**src/rtl/prbm_pkg.sv**
```systemverilog
`default_nettype none
// ----------------------------------------------------------------------------
// prbm_pkg
// Types, codes and saturating helpers for the pixel range background model.
// ----------------------------------------------------------------------------
package prbm_pkg;

    localparam logic [7:0] K8_00 = 8'h00;
    localparam logic [7:0] K8_01 = 8'h01;
    localparam logic [7:0] K8_FF = 8'hFF;

    localparam int CFG_IDX_W = 2;
    localparam logic [CFG_IDX_W-1:0] CFG_PASS_MODE       = 2'd0;
    localparam logic [CFG_IDX_W-1:0] CFG_COUNT_THRESHOLD = 2'd1;

    typedef enum logic [2:0] {
        MODE_GROW_SLOW     = 3'd0,
        MODE_GROW_FAST     = 3'd1,
        MODE_COUNT         = 3'd2,
        MODE_ADJUST        = 3'd3,
        MODE_ADJUST_MASKED = 3'd4,
        MODE_SHIFT         = 3'd5,
        MODE_SHIFT_MASKED  = 3'd6
    } t_mode;

    typedef struct packed {
        logic [15:0] pixel_index;
        logic [7:0]  pixel_value;
        logic [7:0]  mask_byte;
    } t_in;

    typedef struct packed {
        logic [15:0] pixel_index_out;
        logic [7:0]  new_low;
        logic [7:0]  new_high;
        logic [7:0]  new_below_count;
        logic [7:0]  new_above_count;
    } t_out;

    // one model entry, as stored in memory
    typedef struct packed {
        logic [7:0] low;
        logic [7:0] high;
        logic [7:0] below;
        logic [7:0] above;
    } t_entry;

    localparam t_entry ENTRY_RESET = '{low: K8_FF, high: K8_00, below: K8_00, above: K8_00};

    function automatic logic [7:0] sat_add8(input logic [7:0] a, input logic [7:0] b);
        logic [8:0] s;
        s = {1'b0, a} + {1'b0, b};
        return s[8] ? K8_FF : s[7:0];
    endfunction

    function automatic logic [7:0] sat_sub8(input logic [7:0] a, input logic [7:0] b);
        return (a > b) ? (a - b) : K8_00;
    endfunction

endpackage
`default_nettype wire

```
**src/rtl/prbm_update.sv**
```systemverilog
`default_nettype none
// ----------------------------------------------------------------------------
// prbm_update
// Entry update for one item: applies the pass mode to a model entry.
// ----------------------------------------------------------------------------
module prbm_update (
    input  logic [2:0]      i_mode,
    input  logic [7:0]      i_threshold,
    input  logic [7:0]      i_value,
    input  logic [7:0]      i_mask,
    input  prbm_pkg::t_entry i_entry,
    output prbm_pkg::t_entry o_entry
);
    import prbm_pkg::*;

    always_comb begin
        logic [7:0] lo, hi, bc, ac, add, sub;
        logic       en;
        lo  = i_entry.low;
        hi  = i_entry.high;
        bc  = i_entry.below;
        ac  = i_entry.above;
        add = K8_00;
        sub = K8_00;
        en  = 1'b0;
        case (i_mode)
            MODE_GROW_SLOW: begin
                if (i_value > hi) hi = sat_add8(hi, K8_01);
                if (i_value < lo) lo = sat_sub8(lo, K8_01);
            end
            MODE_GROW_FAST: begin
                if (i_value < lo) lo = i_value;
                if (i_value > hi) hi = i_value;
            end
            MODE_COUNT: begin
                if (i_value < lo) bc = sat_add8(bc, K8_01);
                if (i_value > hi) ac = sat_add8(ac, K8_01);
            end
            MODE_ADJUST, MODE_ADJUST_MASKED: begin
                en = (i_mode == MODE_ADJUST) || i_mask[0];
                if (en) begin
                    lo = sat_sub8(sat_add8(lo, {7'b0, bc < i_threshold}),
                                  {7'b0, bc > i_threshold});
                    hi = sat_sub8(sat_add8(hi, {7'b0, ac > i_threshold}),
                                  {7'b0, ac < i_threshold});
                end
                bc = K8_00;
                ac = K8_00;
            end
            MODE_SHIFT, MODE_SHIFT_MASKED: begin
                add = sat_sub8(i_value, hi);
                sub = sat_sub8(lo, i_value);
                if (i_mode == MODE_SHIFT_MASKED) begin
                    add = add & i_mask;
                    sub = sub & i_mask;
                end
                lo = sat_sub8(sat_add8(lo, add), sub);
                hi = sat_sub8(sat_add8(hi, add), sub);
            end
            default: begin
                // unused mode: entry left as it stands
            end
        endcase
        o_entry = '{low: lo, high: hi, below: bc, above: ac};
    end

endmodule
`default_nettype wire

```
**config.mk**
```make
export PLATFORM = sky130hd
export DESIGN_NAME = prbm_update
export DESIGN_NICKNAME = d
export VERILOG_FILES = /design/src/rtl/prbm_pkg.sv /design/src/rtl/prbm_update.sv
export SDC_FILE = /design/constraint.sdc
export NUM_CORES = 1
export LEC_CHECK = 0
export ABC_AREA = 0
export BUFFER_PORTS_ARGS = -buffer_cell sky130_fd_sc_hd__buf_4
export CAP_MARGIN = 30
export CORE_MARGIN = 4
export CORE_UTILIZATION = 54
export DETAILED_ROUTE_END_ITERATION = 7
export PLACE_DENSITY = 0.82
export SLEW_MARGIN = 20
export SYNTH_ARGS = -nofsm -noshare
export SYNTH_HDL_FRONTEND = slang
export SYNTH_SLANG_ARGS = --single-unit
```
**constraint.sdc**
```tcl
create_clock -name vclk -period 8.6
set_input_delay 1.72 -clock vclk [all_inputs]
set_output_delay 1.72 -clock vclk [all_outputs]
set_load 0.03 [all_outputs]
```
==> results.cfg, run 1 <==
[timing]
tightest_slew_ns = 0.850
setup_viol = 0
slew_headroom_pct = 43.1
fmax_mhz = 119
tns_ns = 0
final-hold-violation-count = 0
maxSlewViolCount = 0
finalCritPeriodShare_pct = 97.8
setup_slack_ns = 0.191
min_period_ns = 8.41

[cells_and_area]
seq_cells = 0
ff_latch_area_um2 = 0
drive_gt1_share_pct = 19.7
nNetsFinal = 978
final_common_cell = buf_4
nClkBuffers = 0
synthToLayoutAreaGrowth_pct = 21.6
final_cell_mix = buf_4 (123), ha_1 (75), nor2_1 (66), inv_1 (53)
fin_cells = 945
utilization_pct = 67.0
diodes = 0

[floorplanning]
die_h_um = 105
coreArea_um2 = 9150
row_count = 35
initial_utilization_pct = 55.1
die_area_um2 = 11000
io-pin-count = 91
die_width_um = 105

[detailed_routing]
routed_wl_um = 18100
num_vias = 6326
ant_nets = 0
drt_iter0_drc = 630
wl_per_cell_um = 19.2
avgViaCountPerCell = 6.69
dr.pass1.iters = 5
drc = 0

[place]
post-dp-hpwl_um = 14900
portBuffers = 91
pre_cts_slack_ns = -0.0469
place_inst = 939
gp_congestion = 0.994

[pwr]
powerDensity_nw_per_um2 = 124
total_power_uw = 761
ir_drop_mv = 0.102
p_leak_nw = 2.81

[setup_path]
crit_type = input port to primary output
cp_slowest_cell = fa_1
worstSetupStartpoint = i_value[0]
critPathArrivalTime_ns = 6.69
cp.depth = 27
cp-start-kind = input port
crit_fanout = 5
crit_family = adder cells
slowest_delay_ns = 0.39
critical_path_buf_inv_count = 5
required_ns = 6.88
critPathCapture = o_entry[20]
endpoint_kind = primary output

[global_routing]
grt_use_total_pct = 31.0
grt_max_degree = 28
overflow = 0
grt_pass1_vias = 5651
antenna_found_initial = 0
grt_pass1_wl_um = 28700

[flow_run]
cap_violations = 0

[run_status]
outcome = completed

[synth]
syn_area_um2 = 5040
syn_area_per_cell_um2 = 6.84
syn_inst = 738
synth_cell_types = 80
yosysSeqAreaShare_pct = 0
synth_nets = 880
ys_warn_count = 0

[min_path]
hold_class = input port to primary output
==> routing by layer <==
layer	routed length (µm)	share of wire (%)	global-route usage, %	vias up
met5	0	0	0	-
met4	488	2.7	8.90	0
met3	1880	10	3.03	40
met2	8190	45	50.8	385
met1	7560	42	43.1	2880
li1	-	-	-	3021
==> report_power, final <==
group	internal, mW	switching, mW
logic	0.320	0.440
clock network	0	0
registers	0	0
total	0.320	0.440
==> cells in the mapped netlist, drive strengths merged (4+ instances only) <==
cell,instances,area share [%]
nor3,33,3.3
a21o,13,1.9
a211oi,12,2.0
and4,5,0.87
or2,4,0.50
fa,6,2.4
mux2i,12,2.4
or3,8,0.99
buf,6,0.72
nand4,17,2.1
nand3,38,3.8
o21bai,6,0.89
o311ai,5,0.87
o21a,14,2.1
and3b,4,0.69
a31oi,13,1.6
a311oi,6,1.0
or4,5,0.82
o211ai,16,2.4
and3,21,2.6
ha,77,19
o22ai,6,0.74
nor2b,13,1.6
and2,7,0.87
a211o,5,0.87
a32oi,5,0.87
o31ai,4,0.69
xnor2,27,4.7
xor2,9,1.6
a22oi,6,0.89
nand2,38,2.8
o21ai,41,4.1
a21boi,5,0.74
nand2b,12,1.5
nor2,67,5.0
nor4,12,1.5
a21oi,34,3.4
inv,56,4.2
clkbuf,23,1.7
==> worst min path at each step <==
stage	from	end	slack (ns)	cells past startpoint
detailed placement	i_entry[12]	o_entry[12]	3.77	3
global route	i_entry[12]	o_entry[12]	3.79	3
CTS	i_entry[12]	o_entry[12]	3.77	3
floorplan	i_entry[0]	o_entry[0]	3.62	1
finish	i_entry[12]	o_entry[12]	3.77	3
global placement	i_entry[8]	o_entry[8]	3.77	3
==> cell families after synthesis <==
family                     Yosys count  synth area share (%)
and+or+nand+nor                    291                  30.1
AOI/OAI and AO/OA                  228                  32.5
buffers and inverters               85                  6.60
adders and majority gates           83                  21.5
xor gates and xnor gates            36                  6.25
muxes                               15                  3.12
==> final cells by class <==
cell class,count,area (µm²)
multi-input cells,653,4840
inverters,56,210
repair buffers,125,946
well taps,111,139
fillers,831,3020
==> timing repair <==
item                                    CTS  global route
pin swaps                                 1            10
hold buffers                              0             0
endpoints found under the setup margin    3            16
resized for setup                         1            25
buffers inserted                          0             6
==> stage by stage <==
stage / hold slack [ns] / area [µm²]
2_1_floorplan: 3.62 / 5090
3_3_place_gp: 3.77 / 5990
3_5_place_dp: 3.77 / 5990
4_1_cts: 3.77 / 6000
5_1_grt: 3.79 / 6130
6_report: 3.77 / 6130
(Power assumes the default switching activity.)
==> run 2: changes to the inputs <==
--- a/config.mk
+++ b/config.mk
@@ -11,7 +11,8 @@
 export CORE_MARGIN = 4
 export CORE_UTILIZATION = 54
 export DETAILED_ROUTE_END_ITERATION = 7
-export PLACE_DENSITY = 0.82
+export PLACE_DENSITY = 0.91
+export REMOVE_ABC_BUFFERS = 1
 export SLEW_MARGIN = 20
 export SYNTH_ARGS = -nofsm -noshare
 export SYNTH_HDL_FRONTEND = slang
==> run 2 against run 1 <==
Effect of this change: global-route usage shrank 0.85 points; sequential share of layout area is the same; non-clock buffer count grew 4; worst hold slack gained 0.0061 ns; fmax shrank 1.6%; worst setup slack lost 0.14 ns; largest power group unchanged.
==> results.cfg, run 2 (synthesis gave the netlist of run 1 again) <==
[global_routing]
grt_use_total_pct = 30.1
grt_pass1_wl_um = 28100
grt_max_degree = 28
antenna_found_initial = 0
overflow = 0
grt_pass1_vias = 5897

[flow_run]
cap_violations = 0

[floorplanning]
initial_utilization_pct = 55.1
die_width_um = 105
die_h_um = 105
coreArea_um2 = 9150
io-pin-count = 91
die_area_um2 = 11000
row_count = 35

[setup_path]
cp-start-kind = input port
crit_type = input port to primary output
critical_path.most_common_cell = buf_4
crit_fanout = 9
endpoint_kind = primary output
critPathArrivalTime_ns = 6.83
required_ns = 6.88
slowest_delay_ns = 0.36
cp_slowest_cell = ha_1

[cells_and_area]
final_common_cell = buf_4
diodes = 0
seq_cells = 0
nNetsFinal = 982
ff_latch_area_um2 = 0
final_cell_mix = buf_4 (129), ha_1 (74), nor2_1 (66), inv_1 (55)
nFillCells = 784
drive_gt1_share_pct = 19.8
stdcell_area_um2 = 6160
nClkBuffers = 0
fin_cells = 949
multi_input_area_um2 = 4840
synthToLayoutAreaGrowth_pct = 22.1

[place]
post-dp-hpwl_um = 14200
portBuffers = 91
gp_congestion = 1.04
place_inst = 935
pre_cts_slack_ns = -0.169
placed_area_um2 = 5920

[detailed_routing]
routed_wl_um = 17800
drt_iter0_drc = 673
drc = 0
dr.pass1.iters = 5
ant_nets = 0
num_vias = 6391
wl_per_cell_um = 18.7
avgViaCountPerCell = 6.73

[timing]
min_period_ns = 8.55
tightest_slew_ns = 0.809
tns_ns = 0
setup_viol = 0
finalCritPeriodShare_pct = 99.4
setup_slack_ns = 0.0499
final-hold-violation-count = 0
slew_headroom_pct = 45.9
holdWs_ns = 3.78
fmax_mhz = 117
maxSlewViolCount = 0

[min_path]
hold_class = input port to primary output

[pwr]
powerDensity_nw_per_um2 = 125
p_leak_nw = 2.83
ir_drop_mv = 0.0672

[run_status]
outcome = completed

[clocking]
hold_buffers = 0
[run 2: worst paths after layout]
| check | endpoint | cells past startpoint | start | slack [ns] |
|---|---|---|---|---|
| worst min-delay path | o_entry[7] | 3 | i_entry[7] | 3.78 |
| worst max-delay path | o_entry[23] | 26 | i_entry[21] | 0.05 |
[run 2: timing repair]
action                     CTS  global route
pin swaps                    5            12
setup endpoints to repair    6            16
gates resized for setup      1            30
buffers inserted            10             4
[run 2: through the flow]
step / util [%] / total power [mW]
finish: 67.3 / 0.767
global route: 67.3 / 0.833
CTS: 65.6 / 0.716
detailed placement: 64.7 / 0.689
global placement: 64.7 / 0.677
floorplan: - / 0.479
[run 2: cell type report]
type	count	share of cell area, %
Tap cell	111	2.26
Timing Repair Buffer	129	15.7
Multi-Input combinational cell	653	78.6
Inverter	56	3.41
[run 2: layer usage]
layer / global-route usage [%] / wire (µm) / up-vias / part of all wire [%]
li1: - / - / 3025 / -
met1: 39.2 / 7080 / 2887 / 40
met2: 51.3 / 8070 / 403 / 45
met3: 2.29 / 1720 / 76 / 9.7
met4: 12.6 / 917 / 0 / 5.2
met5: 0 / 0 / - / 0
[run 2: critical path, delay by kind of cell]
family,cells,cell delay (ns)
adder cells (fa/ha/maj),3,0.93
AND/OR/NAND/NOR,6,0.85
AO/OA/AOI/OAI,10,2.22
buffers and inverters,7,1.07
[run 2: where the power goes]
part | switching, mW | total (mW) | leakage (nW) | internal, mW
combinational | 0.435 | 0.767 | 2.83 | 0.332
clock | 0 | 0 | 0 | 0
sequential | 0 | 0 | 0 | 0
==> run 3: changes to the inputs <==
--- a/config.mk
+++ b/config.mk
@@ -8,11 +8,10 @@
 export ABC_AREA = 0
 export BUFFER_PORTS_ARGS = -buffer_cell sky130_fd_sc_hd__buf_4
 export CAP_MARGIN = 30
-export CORE_MARGIN = 4
+export CORE_MARGIN = 1
 export CORE_UTILIZATION = 54
 export DETAILED_ROUTE_END_ITERATION = 7
 export PLACE_DENSITY = 0.91
-export REMOVE_ABC_BUFFERS = 1
 export SLEW_MARGIN = 20
 export SYNTH_ARGS = -nofsm -noshare
 export SYNTH_HDL_FRONTEND = slang
==> run 3 against run 2 <==
Effect of this change: design area fell by 1.5%; die area fell by 11%; non-clock buffer count fell by 10; worst hold slack got worse by 0.0078 ns; fmax barely moved; power fell by 3.3%; final cell count fell by 1.4%; routed wire length fell by 1.1%; worst setup slack got worse by 0.0011 ns; critical path type unchanged; critical endpoint is now o_entry[20]; largest power group unchanged.
==> results.cfg, run 3 (synthesis gave the netlist of run 1 again) <==
[run_status]
outcome = completed

[floorplanning]
io-pin-count = 91
die_width_um = 98.7
row_count = 34
die_h_um = 98.7
initial_utilization_pct = 56.7
die_area_um2 = 9730
coreArea_um2 = 8890

[setup_path]
cp_slowest_cell = fa_1
cp-start-kind = input port
crit_fanout = 6
required_ns = 6.88
endpoint_kind = primary output
critical_path.most_common_cell = ha_1
critPathArrivalTime_ns = 6.83
crit_type = input port to primary output
slowest_delay_ns = 0.44

[timing]
setup_slack_ns = 0.0488
fmax_mhz = 117
tightest_slew_ns = 0.842
rsz0062_at_grt = yes
maxSlewViolCount = 0
setup_viol = 0
min_period_ns = 8.55
final-hold-violation-count = 0
tns_ns = 0
slew_headroom_pct = 43.7
finalCritPeriodShare_pct = 99.4

[cells_and_area]
seq_cells = 0
diodes = 0
ff_latch_area_um2 = 0
nFillCells = 720
nClkBuffers = 0
final_common_cell = buf_4
nNetsFinal = 972
drive_gt1_share_pct = 18.5
final_cell_mix = buf_4 (118), ha_1 (77), nor2_1 (66), inv_1 (54)
synthToLayoutAreaGrowth_pct = 20.3

[detailed_routing]
ant_nets = 0
dr.pass1.iters = 6
drt_iter0_drc = 843
drc = 0
num_vias = 6485
wl_per_cell_um = 18.8
avgViaCountPerCell = 6.93
routed_wl_um = 17600

[global_routing]
antenna_found_initial = 0
grt_use_total_pct = 34.0
overflow = 0
grt_pass1_vias = 5896
grt_pass1_wl_um = 27200
grt_max_degree = 28

[pwr]
powerDensity_nw_per_um2 = 122
p_leak_nw = 2.77
ir_drop_mv = 0.114

[flow_run]
cap_violations = 0

[place]
pre_cts_slack_ns = -0.243
post-dp-hpwl_um = 13900
portBuffers = 91
gp_congestion = 1.16

[min_path]
min-delay-start = i_entry[7]
hold_depth = 3
min_to = o_entry[7]
hold_class = input port to primary output

[clocking]
hold_buffers = 0
## run 3: cell count changes in the layout (fill, tap and decap cells not counted), moves of 2 or more
cell	change
fa_1	+2
ha_2	-3
nor2b_2	+2
nor2b_4	-2
buf_4	-11
ha_1	+3
fa_2	-2
## run 3: layout make-up
class / count / area, µm² / area share (%)
well taps: 108 / 135 / 2.23
repair buffers: 119 / 897 / 14.8
multi-input cells: 653 / 4820 / 79.5
inverters: 56 / 210 / 3.46
## run 3: worst max-delay path: cells and delay by family
family,cells,cell delay [ns]
adder cells (fa/ha/maj),6,1.88
AO/OA/AOI/OAI,9,1.62
AND/OR/NAND/NOR,7,1.07
buffers and inverters,5,0.53
## run 3: through the flow
step | power, mW | util [%] | hold slack (ns) | instance area, µm² | cells
4_1_cts | 0.708 | 67.5 | 3.77 | 6000 | 935
5_1_grt | 0.799 | 68.2 | 3.78 | 6070 | 936
3_3_place_gp | 0.683 | 67.1 | 3.77 | 5970 | 933
2_1_floorplan | 0.502 | - | 3.62 | 5090 | 738
6_report | 0.742 | 68.2 | 3.77 | 6070 | 936
3_5_place_dp | 0.697 | 67.1 | 3.77 | 5970 | 933
## run 3: layer usage
| metal | vias to the layer above | part of all wire (%) | GRT usage, % |
|---|---|---|---|
| met5 | - | 0 | 0 |
| met3 | 101 | 12 | 3.26 |
| li1 | 3005 | - | - |
| met4 | 0 | 6.5 | 19.4 |
| met1 | 2906 | 38 | 44.1 |
| met2 | 473 | 44 | 55.3 |
## run 3: how the worst max path moves through the flow
stage | startpoint | endpoint | slack [ns] | cells after the start
2_1_floorplan | i_entry[23] | o_entry[16] | 0.0003 | 24
3_3_place_gp | i_value[0] | o_entry[23] | 0.12 | 25
3_5_place_dp | i_value[0] | o_entry[23] | -0.24 | 25
4_1_cts | i_value[0] | o_entry[20] | 0.01 | 27
5_1_grt | i_value[0] | o_entry[20] | -0.12 | 27
6_report | i_value[0] | o_entry[20] | 0.05 | 27
## run 3: where the power goes
group | leakage (nW) | internal, mW | switching, mW
Clock | 0 | 0 | 0
Combinational | 2.77 | 0.310 | 0.432
Sequential | 0 | 0 | 0
## run 3: what timing repair did
item	in CTS	in global routing
hold endpoints to repair	0	0
buffers inserted	2	1
setup endpoints to repair	9	16
gates resized for setup	5	15
pin swaps	5	5
gates cloned	0	0
